<file path="config.mk">
export PLATFORM = sky130hd
export DESIGN_NAME = lru_page_replacement_core_flat
export DESIGN_NICKNAME = d
export VERILOG_FILES = /design/src/rtl/lrupr_pkg.sv /design/src/rtl/lrupr_if.sv /design/src/rtl/lru_page_replacement_core.sv /design/src/rtl/lrupr_ctrl.sv /design/src/rtl/lrupr_dp.sv /design/src/flat_wrapper.sv
export SDC_FILE = /design/constraint.sdc
export NUM_CORES = 1
export LEC_CHECK = 0
export BUFFER_PORTS_ARGS = -buffer_cell sky130_fd_sc_hd__buf_2
export CAP_MARGIN = 15
export CORE_MARGIN = 2
export CORE_UTILIZATION = 57
export DETAILED_ROUTE_END_ITERATION = 16
export GPL_ROUTABILITY_DRIVEN = 0
export PLACE_DENSITY = 0.78
export SYNTH_ARGS = -nofsm -noshare
export SYNTH_HDL_FRONTEND = slang
export SYNTH_SLANG_ARGS = --single-unit
</file>
<file path="constraint.sdc">
create_clock -name clk -period 5.3 [get_ports clk]
set_input_delay 1.06 -clock clk [delete_from_list [all_inputs] [get_ports clk]]
set_output_delay 1.06 -clock clk [all_outputs]
set_load 0.05 [all_outputs]
</file>
<file path="src/rtl/lrupr_pkg.sv">
`timescale 1ns / 1ps
// Package for the LRU page replacement core: default sizes, field widths,
// controller state encoding and the command/status structs. No dependencies.
package lrupr_pkg;

  localparam int FRAMES_DEF    = 16;
  localparam int PAGE_BITS_DEF = 16;

  localparam int CFG_W   = 5;
  localparam int SLOT_W  = 4;
  localparam int COUNT_W = 32;

  localparam logic [CFG_W-1:0]   FRAMES_IN_USE_RST = 5'd16;
  localparam logic [COUNT_W-1:0] COUNT_MAX         = '1;

  typedef enum logic [2:0] {
    S_IDLE   = 3'b001,
    S_SEARCH = 3'b010,
    S_UPDATE = 3'b100
  } lrupr_state_t;

  // controller -> datapath
  typedef struct packed {
    logic take;    // latch reference, clear table on restart
    logic pick;    // register hit / fill / victim selection
    logic commit;  // apply table update and load result register
  } lrupr_cmd_t;

  // datapath -> controller
  typedef struct packed {
    logic out_full;  // result register holds a result that is not taken this cycle
  } lrupr_sts_t;

endpackage

</file>
<file path="src/rtl/lrupr_if.sv">
`timescale 1ns / 1ps
// Valid/ready channel interfaces of the LRU page replacement core.
// Depends on lrupr_pkg.
interface lrupr_req_if
  import lrupr_pkg::*;
#(
  parameter int PAGE_BITS = PAGE_BITS_DEF
) ();
  logic                 valid;
  logic                 ready;
  logic [PAGE_BITS-1:0] page;
  logic                 restart;

  modport source (output valid, output page, output restart, input ready);
  modport sink   (input valid, input page, input restart, output ready);
endinterface

interface lrupr_rsp_if
  import lrupr_pkg::*;
();
  logic               valid;
  logic               ready;
  logic               hit;
  logic [SLOT_W-1:0]  slot;
  logic [COUNT_W-1:0] fault_count;

  modport source (output valid, output hit, output slot, output fault_count, input ready);
  modport sink   (input valid, input hit, input slot, input fault_count, output ready);
endinterface

</file>
<file path="src/rtl/lru_page_replacement_core.sv">
`timescale 1ns / 1ps
// Top level of the LRU page replacement core: controller and datapath.
// Depends on lrupr_pkg, lrupr_if, lrupr_ctrl and lrupr_dp.
//
// Usage:
//   req carries one page reference (page, restart) per transfer; rsp returns
//   one result (hit, slot, fault_count) per reference, in order.
//   cfg_we/cfg_wdata write frames_in_use (0 acts as 1, values above FRAMES
//   act as FRAMES); write it only while no reference is in flight.
//   restart clears the frame table and fault count before that reference.
// Sequence:
//   A reference passes three steps: accept, associative search with the LRU
//   victim tree, then table update into the result register. The result is
//   valid in the cycle after the update; a new reference is accepted only
//   after the last one has left the update step of the three-step sequencer.
// Reset:
//   rst (synchronous) empties the table, zeroes the fault count and sets
//   frames_in_use to 16.
// Stall:
//   A held result does not block the next accept or search; the update step
//   waits until the result register is free.
module lru_page_replacement_core
  import lrupr_pkg::*;
#(
  parameter int FRAMES    = FRAMES_DEF,
  parameter int PAGE_BITS = PAGE_BITS_DEF
) (
  input  logic             clk,
  input  logic             rst,
  lrupr_req_if.sink        req,
  lrupr_rsp_if.source      rsp,
  input  logic             cfg_we,
  input  logic [CFG_W-1:0] cfg_wdata
);

  lrupr_cmd_t cmd;
  lrupr_sts_t sts;

  lrupr_ctrl u_ctrl (
    .clk      (clk),
    .rst      (rst),
    .in_valid (req.valid),
    .in_ready (req.ready),
    .sts      (sts),
    .cmd      (cmd)
  );

  lrupr_dp #(
    .FRAMES    (FRAMES),
    .PAGE_BITS (PAGE_BITS)
  ) u_dp (
    .clk             (clk),
    .rst             (rst),
    .cmd             (cmd),
    .sts             (sts),
    .in_page         (req.page),
    .in_restart      (req.restart),
    .cfg_we          (cfg_we),
    .cfg_wdata       (cfg_wdata),
    .out_valid       (rsp.valid),
    .out_ready       (rsp.ready),
    .out_hit         (rsp.hit),
    .out_slot        (rsp.slot),
    .out_fault_count (rsp.fault_count)
  );

endmodule

</file>
<file path="src/rtl/lrupr_ctrl.sv">
`timescale 1ns / 1ps
// Sequencer of the LRU page replacement core: accept, search, update.
// Depends on lrupr_pkg.
module lrupr_ctrl
  import lrupr_pkg::*;
(
  input  logic       clk,
  input  logic       rst,
  input  logic       in_valid,
  output logic       in_ready,
  input  lrupr_sts_t sts,
  output lrupr_cmd_t cmd
);

  lrupr_state_t state, state_next;

  always_ff @(posedge clk) begin
    if (rst) begin
      state <= S_IDLE;
    end else begin
      state <= state_next;
    end
  end

  always_comb begin
    in_ready   = (state == S_IDLE);
    cmd.take   = in_valid && (state == S_IDLE);
    cmd.pick   = (state == S_SEARCH);
    cmd.commit = (state == S_UPDATE) && !sts.out_full;
    state_next = state;
    case (state)
      S_IDLE: begin
        if (in_valid) state_next = S_SEARCH;
      end
      S_SEARCH: begin
        state_next = S_UPDATE;
      end
      S_UPDATE: begin
        if (!sts.out_full) state_next = S_IDLE;
      end
      default: begin
        state_next = S_IDLE;
      end
    endcase
  end

  a_take_search: assert property (@(posedge clk) disable iff (rst)
    cmd.take |=> state == S_SEARCH)
    else $error("accepted transfer did not start a search");

  a_stall_holds: assert property (@(posedge clk) disable iff (rst)
    (state == S_UPDATE) && sts.out_full |=> state == S_UPDATE)
    else $error("update left while result register full");

  a_one_cmd: assert property (@(posedge clk) disable iff (rst)
    $onehot0({cmd.take, cmd.pick, cmd.commit}))
    else $error("more than one datapath command at once");

endmodule

</file>
<file path="src/rtl/lrupr_dp.sv">
`timescale 1ns / 1ps
// Datapath of the LRU page replacement core: frame table (valid, page, rank),
// associative match, LRU victim tree, fault counter and result register.
// Depends on lrupr_pkg.
module lrupr_dp
  import lrupr_pkg::*;
#(
  parameter int FRAMES    = FRAMES_DEF,
  parameter int PAGE_BITS = PAGE_BITS_DEF
) (
  input  logic                 clk,
  input  logic                 rst,
  input  lrupr_cmd_t           cmd,
  output lrupr_sts_t           sts,
  input  logic [PAGE_BITS-1:0] in_page,
  input  logic                 in_restart,
  input  logic                 cfg_we,
  input  logic [CFG_W-1:0]     cfg_wdata,
  output logic                 out_valid,
  input  logic                 out_ready,
  output logic                 out_hit,
  output logic [SLOT_W-1:0]    out_slot,
  output logic [COUNT_W-1:0]   out_fault_count
);

  localparam int IDX_W  = (FRAMES > 1) ? $clog2(FRAMES) : 1;
  localparam int AGE_W  = IDX_W;
  localparam int LEAVES = 1 << IDX_W;
  localparam int LIM_W  = 7;  // holds any frame index up to 127

  typedef struct packed {
    logic             v;
    logic [AGE_W-1:0] age;
    logic [IDX_W-1:0] idx;
  } cand_t;

  logic [CFG_W-1:0]     frames_in_use;
  logic [FRAMES-1:0]    frame_valid;
  logic [AGE_W-1:0]     frame_age  [FRAMES];
  logic [PAGE_BITS-1:0] frame_page [FRAMES];
  logic [COUNT_W-1:0]   faults;

  logic [PAGE_BITS-1:0] page_q;
  logic [IDX_W-1:0]     slot_q;
  logic                 hit_q;
  logic                 fill_q;

  logic [FRAMES-1:0]    in_use, hit_vec, empty_vec;
  logic [IDX_W-1:0]     hit_idx, empty_idx, sel_idx;
  logic                 hit_any, empty_any;
  cand_t                node [1:2*LEAVES-1];
  logic [LIM_W-1:0]     use_lim;
  logic [COUNT_W-1:0]   faults_inc;
  logic [IDX_W+SLOT_W-1:0] slot_ext;

  always_ff @(posedge clk) begin
    if (rst) begin
      frames_in_use <= FRAMES_IN_USE_RST;
    end else if (cfg_we) begin
      frames_in_use <= cfg_wdata;
    end
  end

  // frames 0 .. max(cfg,1)-1 take part; frames past FRAMES do not exist
  always_comb begin
    use_lim = {{(LIM_W-CFG_W){1'b0}}, frames_in_use};
    for (int j = 0; j < FRAMES; j++) begin
      in_use[j]    = (j == 0) || (LIM_W'(j) < use_lim);
      hit_vec[j]   = frame_valid[j] && in_use[j] && (frame_page[j] == page_q);
      empty_vec[j] = !frame_valid[j] && in_use[j];
    end
    hit_any   = |hit_vec;
    empty_any = |empty_vec;
    hit_idx   = '0;
    empty_idx = '0;
    for (int j = FRAMES - 1; j >= 0; j--) begin
      if (hit_vec[j])   hit_idx   = IDX_W'(j);
      if (empty_vec[j]) empty_idx = IDX_W'(j);
    end
  end

  // oldest frame in use; ties keep the lower index
  always_comb begin
    for (int i = 0; i < LEAVES; i++) begin
      if (i < FRAMES) begin
        node[LEAVES+i].v   = in_use[i];
        node[LEAVES+i].age = frame_age[i];
      end else begin
        node[LEAVES+i].v   = 1'b0;
        node[LEAVES+i].age = '0;
      end
      node[LEAVES+i].idx = IDX_W'(i);
    end
    for (int n = LEAVES - 1; n >= 1; n--) begin
      if (!node[2*n+1].v) begin
        node[n] = node[2*n];
      end else if (!node[2*n].v) begin
        node[n] = node[2*n+1];
      end else if (node[2*n+1].age > node[2*n].age) begin
        node[n] = node[2*n+1];
      end else begin
        node[n] = node[2*n];
      end
    end
    sel_idx = hit_any ? hit_idx : (empty_any ? empty_idx : node[1].idx);
  end

  always_ff @(posedge clk) begin
    if (cmd.take) page_q <= in_page;
    if (cmd.pick) begin
      slot_q <= sel_idx;
      hit_q  <= hit_any;
      fill_q <= !hit_any && empty_any;
    end
  end

  assign faults_inc = (faults == COUNT_MAX) ? faults : faults + COUNT_W'(1);

  // frame table and fault count
  always_ff @(posedge clk) begin
    if (rst) begin
      frame_valid <= '0;
      faults      <= '0;
      for (int j = 0; j < FRAMES; j++) frame_age[j] <= '0;
    end else if (cmd.take && in_restart) begin
      frame_valid <= '0;
      faults      <= '0;
      for (int j = 0; j < FRAMES; j++) frame_age[j] <= '0;
    end else if (cmd.commit) begin
      // a fill ages every valid frame; otherwise only those younger than the touched one
      for (int j = 0; j < FRAMES; j++) begin
        if (frame_valid[j] && (IDX_W'(j) != slot_q) &&
            (fill_q || (frame_age[j] < frame_age[slot_q]))) begin
          frame_age[j] <= frame_age[j] + AGE_W'(1);
        end
      end
      frame_age[slot_q]   <= '0;
      frame_valid[slot_q] <= 1'b1;
      if (!hit_q) faults <= faults_inc;
    end
  end

  always_ff @(posedge clk) begin
    if (cmd.commit && !hit_q) frame_page[slot_q] <= page_q;
  end

  // result register
  assign slot_ext = {{SLOT_W{1'b0}}, slot_q};

  always_ff @(posedge clk) begin
    if (rst) begin
      out_valid <= 1'b0;
    end else if (cmd.commit) begin
      out_valid <= 1'b1;
    end else if (out_ready) begin
      out_valid <= 1'b0;
    end
  end

  always_ff @(posedge clk) begin
    if (cmd.commit) begin
      out_hit         <= hit_q;
      out_slot        <= slot_ext[SLOT_W-1:0];
      out_fault_count <= hit_q ? faults : faults_inc;
    end
  end

  assign sts.out_full = out_valid && !out_ready;

  a_commit_valid: assert property (@(posedge clk) disable iff (rst)
    cmd.commit |=> frame_valid[slot_q] && (frame_age[slot_q] == '0))
    else $error("committed frame not valid and youngest");

  a_fault_nonzero: assert property (@(posedge clk) disable iff (rst)
    cmd.commit && !hit_q |=> (faults != '0) && (out_fault_count == faults))
    else $error("fault not counted");

  a_hit_count: assert property (@(posedge clk) disable iff (rst)
    cmd.commit && hit_q |=> $stable(faults))
    else $error("fault count moved on a hit");

endmodule
</file>
<file path="src/flat_wrapper.sv">
// flat-port wrapper written by rule: the top's interface ports become plain ports
module lru_page_replacement_core_flat import lrupr_pkg::*;
#(
  parameter int FRAMES    = FRAMES_DEF,
  parameter int PAGE_BITS = PAGE_BITS_DEF
)
  (clk, rst, cfg_we, cfg_wdata, req_valid, req_page, req_restart, req_ready, rsp_valid, rsp_hit, rsp_slot, rsp_fault_count, rsp_ready);
  lrupr_req_if #(.PAGE_BITS(PAGE_BITS)) req_i ();
  lrupr_rsp_if rsp_i ();
  input  logic clk;
  input  logic rst;
  input  logic cfg_we;
  input  logic [CFG_W-1:0] cfg_wdata;
  input wire logic [$bits(req_i.valid)-1:0] req_valid;
  input wire logic [$bits(req_i.page)-1:0] req_page;
  input wire logic [$bits(req_i.restart)-1:0] req_restart;
  output wire logic [$bits(req_i.ready)-1:0] req_ready;
  output wire logic [$bits(rsp_i.valid)-1:0] rsp_valid;
  output wire logic [$bits(rsp_i.hit)-1:0] rsp_hit;
  output wire logic [$bits(rsp_i.slot)-1:0] rsp_slot;
  output wire logic [$bits(rsp_i.fault_count)-1:0] rsp_fault_count;
  input wire logic [$bits(rsp_i.ready)-1:0] rsp_ready;
  assign req_i.valid = req_valid;
  assign req_i.page = req_page;
  assign req_i.restart = req_restart;
  assign req_ready = req_i.ready;
  assign rsp_valid = rsp_i.valid;
  assign rsp_hit = rsp_i.hit;
  assign rsp_slot = rsp_i.slot;
  assign rsp_fault_count = rsp_i.fault_count;
  assign rsp_i.ready = rsp_ready;
  lru_page_replacement_core #(.FRAMES(FRAMES), .PAGE_BITS(PAGE_BITS)) u_core (.clk(clk), .rst(rst), .req(req_i), .rsp(rsp_i), .cfg_we(cfg_we), .cfg_wdata(cfg_wdata));
endmodule
</file>
==> reports/summary.log <==
[global_route] gr usage total 29.3%
[power_and_ir_drop] cell-internal power 5.59 mW
[yosys] mean instance size in the synthesized netlist 10.9 sq um
[clock_network] clock tree from TritonCTS done
[yosys] main combinational cell family by area after synthesis simple AND/OR/NAND/NOR gates
[timing] setup violators final 8
[yosys] Compound-Gate Fraction of Synth Area 8.27%
[drt] top routing layer in use met4
[finish] count of filler cells inserted in the layout 2919
[yosys] Synth Area in Simple Gates 16.5%
[min_path] HP Class register to register
[drt] Met2 Routed Length 29700 um
[clock_network] Inserted Clock Buffers 46
[global_route] wire length of the first global-routing pass 100000 um
[power_and_ir_drop] switching share of power 23.4%
[yosys] total of warnings raised by yosys 0
[yosys] mux share of post-synthesis cell area 3.77%
[power_and_ir_drop] power share of the combinational group 6.0%
[drt] Met3 Routed Length 6380 um
[yosys] Distinct cells, synth 85
[timing] Max Clock Skew 0.0259 ns
[yosys] post-synthesis share of cell area spent on xor and xnor gates 11.9%
[drt] Via density 6.23
[global_route] GRT overflow 0
[yosys] ys flop type edfxtp_1
[critical_path] Max stage delay cell, worst path a211oi_4
[finish] utilization after layout 68.2%
[clock_network] buffer cell driving the clock tree root clkbuf_16
[yosys] number of flops mapped to enable cells by yosys 315
[drt] DRT antenna net count 0
[power_and_ir_drop] total net switching power 1.71 mW
[drt] DRT iter0 DRCs 1660
[drt] wire length the detailed router placed on met1 25300 um
[drt] wirelength, routed 64100 um
[critical_path] category of the most critical setup path register to register
[finish] commonest non-fill, non-tap cells in the layout 315 x edfxtp_1, 221 x buf_4, 192 x nor2_1, 187 x xor2_1, 144 x nand2_1
[critical_path] critical path peak fanout 8
[status] violated checks negative setup slack
[critical_path] kind of start point of the critical path register
[die] width of the die 209 um
[timing] Worst-Margin Slew 1.20 ns
[critical_path] required time of the worst setup path 5.82 ns
[timing] Hold Fails Final Rpt 0
[die] vertical die dimension 209 um
[die] number of placement rows 74
[drt] Wirelength per Cell 21.3 um
[yosys] net count after synthesis 2330
[global_route] number of antenna violations at the first check in global routing 1
[power_and_ir_drop] Clock Power Share 42.5%
[yosys] Post-Synthesis Cells 2179
[global_route] largest net degree at the start of global routing 52
[clock_network] CTS Sinks 440
[timing] relative slew slack 18.8%
[finish] summed area of non-filler cells in the final layout 0.0280 sq mm
[critical_path] kind of end point of the critical path register
[clock_network] Clk Latency, worst-skew pair 0.60 ns
[timing] Fmax 0.172 GHz
[finish] Final Net Count 2587
[power_and_ir_drop] register share of total power 51.4%
[finish] most common cell after layout, fill and taps aside edfxtp_1
[clock_network] H-tree lvl count 2
[critical_path] longest individual stage delay on the worst path 0.43 ns
[die] overall die area 0.0435 sq mm
[die] number of top-level design ports 66
[power_and_ir_drop] leakage dissipation 10.2 nW
[yosys] share of synthesized flip-flops with an asynchronous set or reset 0%
[place] number of I/O port buffers 65
[power_and_ir_drop] power density over the cells 260 mW/mm^2
[yosys] register area share after synthesis 50.1%
[yosys] Post-Synth Adder-Cell Area 6.50%
[timing] number of pins with negative max-slew slack in the final report 0
[die] Starting Density 58.0%
[die] standard cell core area 0.0411 sq mm
[status] result of the run complete, but fails checks
[yosys] count of state elements after synthesis 440
[drt] DRC Markers 0
[global_route] vias in the first global route 18400
[yosys] synthesized cell area 0.0239 sq mm
[clock_network] clock-pin slew on the worst setup and hold paths 0.06 ns
[timing] unrepaired setup endpoints after global routing yes
[timing] minimum clock period 5.83 ns
[power_and_ir_drop] IR Drop Worst-Case VDD 342 uV
[finish] P&R area growth vs syn 17.5%
[timing] final critical-path setup slack -0.528 ns
[clock_network] Max Root-Sink Buffers 3
[place] cell area after placement 0.0262 sq mm
[finish] proportion of layout cells with a drive suffix above 1 20.9%
[drt] detailed-route via count 18700
[job] number of maximum-capacitance violations 0
[place] detailed-placement wirelength estimate 44700 um
[timing] Final Cycle Share 110%
[drt] DRT Pass-1 Iters 6
[critical_path] Data arrival, critical path 6.35 ns
[what timing repair did]
item	in CTS	in global routing
endpoints found under the hold margin	0	0
setup buffers	13	1
cloned	0	0
resized for setup	51	16
endpoints found under the setup margin	8	8
pin swaps	42	16
hold buffers	0	0
[cells by family (layout without fill, tap and decap cells)]
| kind of cell | after synthesis | count (layout) |
|---|---|---|
| AND/OR/NAND/NOR | 759 | 759 |
| flip-flops | 440 | 440 |
| XOR/XNOR | 323 | 323 |
| AO/OA/AOI/OAI | 310 | 310 |
| buffers and inverters | 160 | 453 |
| adder cells (fa/ha/maj) | 124 | 124 |
| multiplexers | 63 | 63 |
| other | 0 | 1 |
[sequential cells by signal, indices dropped and copies added, names as in the netlist, named ones only]
| register | count |
|---|---|
| u_core.u_dp.frame_page | 256 |
| u_core.u_dp.frame_age | 64 |
| u_core.u_dp.faults | 32 |
| u_core.u_dp.out_fault_count | 32 |
| u_core.u_dp.frame_valid | 16 |
| u_core.u_dp.page_q | 16 |
| u_core.u_dp.frames_in_use | 5 |
| u_core.u_dp.out_slot | 4 |
| u_core.u_dp.slot_q | 4 |
| u_core.u_ctrl.state | 3 |
| u_core.u_dp.fill_q | 1 |
| u_core.u_dp.hit_q | 1 |
| u_core.u_dp.out_hit | 1 |
| u_core.u_dp.out_valid | 1 |
[through the flow]
step	total power [mW]	instances	setup TNS, ns	setup slack [ns]	hold WS (ns)
after global placement	4.24	2906	-1.90	-0.297	0.494
after CTS	7.32	3003	-1.95	-0.364	0.512
after detailed placement	4.25	2906	-3.96	-0.594	0.503
after floorplan	4.09	2179	-0.596	-0.147	0.424
after global routing	7.49	3004	-5.78	-0.792	0.543
final	7.30	3005	-3.82	-0.528	0.512
[metal layers]
| metal | track usage, % | vias up |
|---|---|---|
| li1 | - | 8503 |
| met1 | 38.9 | 9029 |
| met2 | 47.3 | 982 |
| met3 | 4.89 | 213 |
| met4 | 13.5 | 0 |
| met5 | 0 | - |
[synthesized netlist by cell type (all sizes together), types with 18 or more instances]
cell	count	area, sq um
o211ai	23	173
nor3	71	435
nand3	69	350
xnor2	136	1190
nor2b	25	156
nand4	71	450
buf	56	305
nor4	61	382
or3	18	113
xor2	187	1640
a21oi	107	539
clkbuf	24	92.6
nand2	150	568
mux2i	29	290
nor2	199	762
mux4	20	450
dfxtp	125	2500
edfxtp	315	9460
ha	124	1550
inv	80	300
o21ai	77	419
[area by class of cell]
cell class	instances	area [sq um]	share of cell area, %
Antenna cell	1	2.50	0.00893
Clock buffer	61	1230	4.38
Clock inverter	23	210	0.750
Inverter	80	300	1.07
Multi-Input combinational cell	1579	11600	41.4
Sequential cell	440	12000	42.8
Tap cell	532	666	2.38
Timing Repair Buffer	289	2040	7.26
[power by group through the flow]
stage | Combinational (mW) | Sequential [mW] | Clock, mW
3_3_place_gp | 0.416 | 3.82 | 0
6_report | 0.440 | 3.76 | 3.10
3_5_place_dp | 0.428 | 3.83 | 0
2_1_floorplan | 0.286 | 3.80 | 0
5_1_grt | 0.469 | 3.76 | 3.27
4_1_cts | 0.431 | 3.75 | 3.14
[final timing paths]
| path | start | end | slack (ns) | cells past startpoint |
|---|---|---|---|---|
| setup / recovery | u_core.u_dp.frame_age[14][2] | register | -0.53 | 29 |
| hold / removal | u_core.u_dp.faults[5] | u_core.u_dp.faults[5] | 0.51 | 2 |
| setup reg to reg | u_core.u_dp.frame_age[14][2] | register | -0.53 | 29 |
| hold reg to reg | u_core.u_dp.faults[5] | u_core.u_dp.faults[5] | 0.51 | 2 |
[worst max-delay path, delay by kind of cell (launching register included)]
| kind | cells | cell delay [ns] |
|---|---|---|
| muxes | 2 | 0.63 |
| DFF | 1 | 0.33 |
| AOI/OAI and AO/OA | 14 | 2.87 |
| adders and majority gates | 4 | 1.01 |
| and+or+nand+nor | 7 | 0.73 |
| buffers and inverters | 2 | 0.17 |
(Power assumes the default switching activity.)
